==> src/hdl/ils_pkg.sv <==
// shared types and command codes for the indexed list store
package ils_pkg;

   typedef enum logic [1:0] {
      CMD_READ      = 2'd0,
      CMD_OVERWRITE = 2'd1,
      CMD_INSERT    = 2'd2,
      CMD_REMOVE    = 2'd3
   } cmd_type;

   typedef enum logic [2:0] {
      ST_CLEAR,
      ST_IDLE,
      ST_CHECK,
      ST_WALK,
      ST_ACT,
      ST_LINK,
      ST_RESP
   } state_type;

   // datapath commands issued by the controller
   typedef enum logic [2:0] {
      OP_NONE,
      OP_CLEAR,      // write free stack entry at clear counter
      OP_CAPTURE,    // latch request word
      OP_CHECK,      // range checks, set up walk
      OP_WALK_STEP,  // follow one link
      OP_ACT_RD,     // read links, value and free stack top at located slot
      OP_ACT,        // main write and pointer updates
      OP_LINK        // second relink write, load response
   } op_type;

   typedef struct packed {
      op_type op;
   } ctl_cmd_type;

   typedef struct packed {
      logic clear_done;
      logic walk_done;
   } dp_status_type;

endpackage

==> src/hdl/indexed_list_store.sv <==


module ils_controller (
   input  logic                   clock,
   input  logic                   reset,
   input  logic                   req_valid,
   output logic                   req_ready,
   output logic                   rsp_valid,
   input  logic                   rsp_ready,
   input  ils_pkg::dp_status_type status,
   output ils_pkg::ctl_cmd_type   ctl
);
   ils_pkg::state_type state_ff, state_in;

   always_ff @(posedge clock) begin
      if (reset) state_ff <= ils_pkg::ST_CLEAR;
      else state_ff <= state_in;
   end

   always_comb begin
      state_in  = state_ff;
      ctl.op    = ils_pkg::OP_NONE;
      req_ready = 1'b0;
      rsp_valid = 1'b0;
      case (state_ff)
         ils_pkg::ST_CLEAR: begin
            ctl.op = ils_pkg::OP_CLEAR;
            if (status.clear_done) state_in = ils_pkg::ST_IDLE;
         end
         ils_pkg::ST_IDLE: begin
            req_ready = 1'b1;
            if (req_valid) begin
               ctl.op   = ils_pkg::OP_CAPTURE;
               state_in = ils_pkg::ST_CHECK;
            end
         end
         ils_pkg::ST_CHECK: begin
            ctl.op   = ils_pkg::OP_CHECK;
            state_in = ils_pkg::ST_WALK;
         end
         // the last walk cycle reads everything at the located slot
         ils_pkg::ST_WALK: begin
            if (status.walk_done) begin
               ctl.op   = ils_pkg::OP_ACT_RD;
               state_in = ils_pkg::ST_ACT;
            end else begin
               ctl.op = ils_pkg::OP_WALK_STEP;
            end
         end
         ils_pkg::ST_ACT: begin
            ctl.op   = ils_pkg::OP_ACT;
            state_in = ils_pkg::ST_LINK;
         end
         ils_pkg::ST_LINK: begin
            ctl.op   = ils_pkg::OP_LINK;
            state_in = ils_pkg::ST_RESP;
         end
         ils_pkg::ST_RESP: begin
            rsp_valid = 1'b1;
            if (rsp_ready) state_in = ils_pkg::ST_IDLE;
         end
         default: state_in = ils_pkg::ST_IDLE;
      endcase
   end
endmodule

==> config.mk <==
export PLATFORM = sky130hd
export DESIGN_NAME = ils_controller
export DESIGN_NICKNAME = d
export VERILOG_FILES = /design/src/hdl/ils_pkg.sv /design/src/hdl/indexed_list_store.sv
export SDC_FILE = /design/constraint.sdc
export NUM_CORES = 1
export LEC_CHECK = 0
export BUFFER_PORTS_ARGS = -buffer_cell sky130_fd_sc_hd__buf_4
export CAP_MARGIN = 20
export CORE_AREA = 4 4 41 43
export CTS_CLUSTER_SIZE = 25
export DETAILED_ROUTE_END_ITERATION = 12
export DIE_AREA = 0 0 45 47
export PLACE_DENSITY_LB_ADDON = 0.15
export SLEW_MARGIN = 20
export SYNTH_ARGS = -nofsm -noshare
export SYNTH_HDL_FRONTEND = slang
export SYNTH_SLANG_ARGS = --single-unit
==> constraint.sdc <==
create_clock -name clock -period 1 [get_ports clock]
set_input_delay 0.1 -clock clock [delete_from_list [all_inputs] [get_ports clock]]
set_output_delay 0.1 -clock clock [all_outputs]
set_load 0.01 [all_outputs]
======== After elaboration in Yosys (flattened, before gate mapping) ========
Index checks and enable logic that the tools add are counted.
storage, ports and cells
  register bits ........................... 3
  input port bits ......................... 6
  output and inout port bits .............. 5
  word-level logic and storage cells ...... 23
cells by class
  equality and inequality tests ........... 10
  muxes and demuxes ....................... 10
  reduce and logical (&&, ||, !) cells .... 2
operators by type and width
  operator                                              count
  case mux 3 bit (7 select lines)                       1
  case mux 3 bit (6 select lines)                       1
  2-to-1 mux 3 bit                                      4
  equality test 3 bit (second input constant)           3
  != test 2 bit (second input constant)                 4
  equality test 3 x 2 -> 1 bit (second input constant)  2
  AND reduction 4 bit                                   1
  equality test 3 x 1 -> 1 bit (second input constant)  1
  zero test 3 bit                                       1
  2-to-1 mux 1 bit                                      3
  2-to-1 mux 2 bit                                      1

======== Logic depth before layout (Yosys ltp) ========
  word-level depth ........................ 3
  depth in mapped cells ................... 4
  depth with buffers taken out ............ 3

======== Least setup slack after synthesis ========
No wires, ideal clock.
  kind .................................... reg2out
  from .................................... reg state_ff[0]
  to ...................................... out ctl[0] (netlist bit)
  arrival ................................. 0.984 ns
  required time ........................... 0.900 ns
  slack ................................... -0.084 ns
  cell stages (with the launch flop) ...... 4
  buffers on the path ..................... 0
  cell sequence ........................... dfxtp_1 inv_2 or3_1 o21ai_1
RTL lines
  item                    line                      RTL
  start, declared         indexed_list_store.sv:13  ils_pkg::state_type state_ff, state_in;
  start signal, assigned  indexed_list_store.sv:16  if (reset) state_ff <= ils_pkg::ST_CLEAR;
  start signal, assigned  indexed_list_store.sv:17  else state_ff <= state_in;
  end, declared           indexed_list_store.sv:11  output ils_pkg::ctl_cmd_type ctl

==> results.toml <==
[synthesis]
yosys.area.top_type_share = 0.246
synth-seq-area-share = 0.246
syn_area_um2 = 244
synth_fp_nets = 41
synth_top_area_cell = "dfxtp_1"
syn_area_per_cell_um2 = 6.97
yosysUniqueCellTypes = 20
synth_area_leaders = "dfxtp_1 25%, a311oi_1 7.2%, a21oi_1 6.2%"
synthCells = 35
synth_warnings = 0
synth_seq_cells = 3

[clocking]
tritoncts = "done"
cts_root_buffer = "clkbuf_4"
clk_path_buf_depth = 2
clk_latency_ns = 0.24
cts_buffers = 3
h-tree-depth = 1
clock-sinks = 3
cts.reportedPaths.clkPinSlew_ns = 0.04
cts_hold_buffers = 0

[global_routing]
grt_usage = 0.0733
grt_pass1_vias = 294
grt_max_degree = 14
grt_pass1_wl_mm = 1.15
antenna_found_initial = 0
overflow = 0

[worst_setup_path]
critPathMaxFanout = 7
r2r_end = "state_ff[1]"
r2r_slack_ns = -0.07
end_kind = "output port"
path_class = "register to output port"
arrival_ns = 1.20
r2r_start = "state_ff[2]"
critPathRequiredTime_ns = 0.90
r2r_cells = 4
slowest_delay_ns = 0.38
crit_slowest_cell = "dfxtp_4"
worstPathCellList = "inv_4 -> or3_4 -> o21ai_2 -> buf_4"
startpoint_type = "register"

[sta]
fin_worst_skew_ns = 0.00638
fin_hold_ws_ns = 0.0729
setup_viol = 7
layout_min_cycle_time_ns = 1.30
relSlewSlack = 0.842
tightestPinTransition_ns = 0.235
grt_setup_unrepaired = "yes"
hold_viol_final = 0
max_freq_ghz = 0.769
drv_slew = 0
period_share = 1.30
setup_tns_ns = -1.20
fin_ws_ns = -0.301

[final_layout]
drive_gt1_frac = 0.672
fin_cells = 73
finalInstanceArea_um2 = 504
reg_top3 = "state_ff x3"
insertedDiodeCount = 0
area_delta_synth_final_pct = 107
largest_reg_flops = 3
regMostFlops = "state_ff"
layout.nets = 65

[route]
drtIter0Drc = 12
vias = 359
dr.pass1.iters = 4
avgRoutedWirePerCell_um = 12.0
final_antenna_net_count = 0
routed_wl_um = 878
post-route-drc-count = 0
viasPerCell = 4.92

[power_and_ir_drop]
vdd_drop_max_mv = 0.525
power.density_nw_per_um2 = 1130
power.leakage_uw = 0.000213

[place]
place_inst = 65
io_buffers = 10
placed_area_um2 = 383
place_ws_ns = -0.157
gp_congestion = 0.750
post-dp-hpwl_um = 552

[run_status]
run_status = "complete, but fails checks"
violations = "negative setup slack"

[flow_run]
cap_violations = 0

[floorplanning]
core_um2 = 1300
ios = 11
die_w_um = 45
die_height_um = 47
initial_core_util = 0.188
rows = 13
die-area_um2 = 2120

[worst_hold_path]
worstHoldStart = "reset"
hold_path_depth = 2
min_to = "state_ff[2]"
worstHoldPathType = "input port to register"
==> critical path: cells and delay by family (launching register included) <==
family / cells / cell delay [ns]
and+or+nand+nor: 1 / 0.36
buffers and inverters: 2 / 0.16
AOI/OAI and AO/OA: 1 / 0.06
DFF: 1 / 0.38
==> logic make-up (layout without fill, tap and decap cells) <==
kind of cell / count (synthesis) / in the layout / share of synthesized area
compound gates: 15 / 15 / 0.405
buf+inv: 5 / 28 / 0.113
flops: 3 / 3 / 0.246
simple gates: 12 / 12 / 0.236
==> per-stage QoR <==
| stage | util | power [uW] |
|---|---|---|
| floorplan | - | 216 |
| finish | 0.388 | 570 |
| global route | 0.388 | 591 |
| global placement | 0.294 | 298 |
| detailed placement | 0.294 | 297 |
| CTS | 0.342 | 530 |
==> cell usage after synthesis <==
library cell / instances
buf_6: 1
nand3b_1: 1
buf_2: 1
nor2_1: 3
a31o_1: 1
inv_1: 2
a311oi_1: 2
o21ai_0: 2
nor3_1: 3
nand2b_1: 1
nand2_1: 3
a2bb2oi_1: 1
a21oi_1: 3
a21boi_1: 1
o211ai_1: 1
or3_1: 1
o21ai_1: 3
dfxtp_1: 3
o32ai_1: 1
inv_2: 1
==> power breakdown <==
group | switching [uW] | leakage (uW) | internal (uW)
logic | 90.5 | 0.000172 | 113
clock network | 74.0 | 0.0000150 | 150
registers | 15.0 | 0.0000267 | 127
total | 179 | 0.000213 | 391
==> cell usage in the layout, fill, tap and decap left out, types with 2 or more instances in the layout <==
master    count
a21oi_1       2
a311oi_1      2
buf_4        19
buf_6         2
clkbuf_4      3
dfxtp_4       3
nand2_1       2
o21ai_1       3
o21ai_2       2
==> cell type report <==
class | instances | area [um2]
Clock buffer | 4 | 26.3
Fill cell | 146 | 797
Inverter | 3 | 13.8
Multi-Input combinational cell | 27 | 209
Sequential cell | 3 | 71.3
Tap cell | 15 | 18.8
Timing Repair Buffer | 21 | 165
==> how the worst max path moves through the flow <==
stage / startpoint / end / slack, ns / depth (start not counted)
6_report: state_ff[2] / ctl[0] / -0.30 / 4
5_1_grt: state_ff[2] / ctl[0] / -0.33 / 4
4_1_cts: state_ff[2] / ctl[0] / -0.30 / 4
3_5_place_dp: state_ff[1] / state_ff[2] / -0.16 / 3
3_3_place_gp: state_ff[1] / state_ff[1] / -0.11 / 3
2_1_floorplan: state_ff[2] / ctl[0] / -0.03 / 4
==> what timing repair did <==
item	4_1_cts	5_1_grt
hold endpoints to repair	0	0
setup endpoints to repair	8	8
gates resized for setup	8	11
pin swaps	5	3
setup buffers	1	3
==> routing by layer <==
layer,part of all wire,GRT usage
met5,0,0
met4,0.018,0.0526
met3,0.063,0.00383
met2,0.52,0.130
met1,0.40,0.0837
Note: power is estimated with default switching activity, not from simulation.
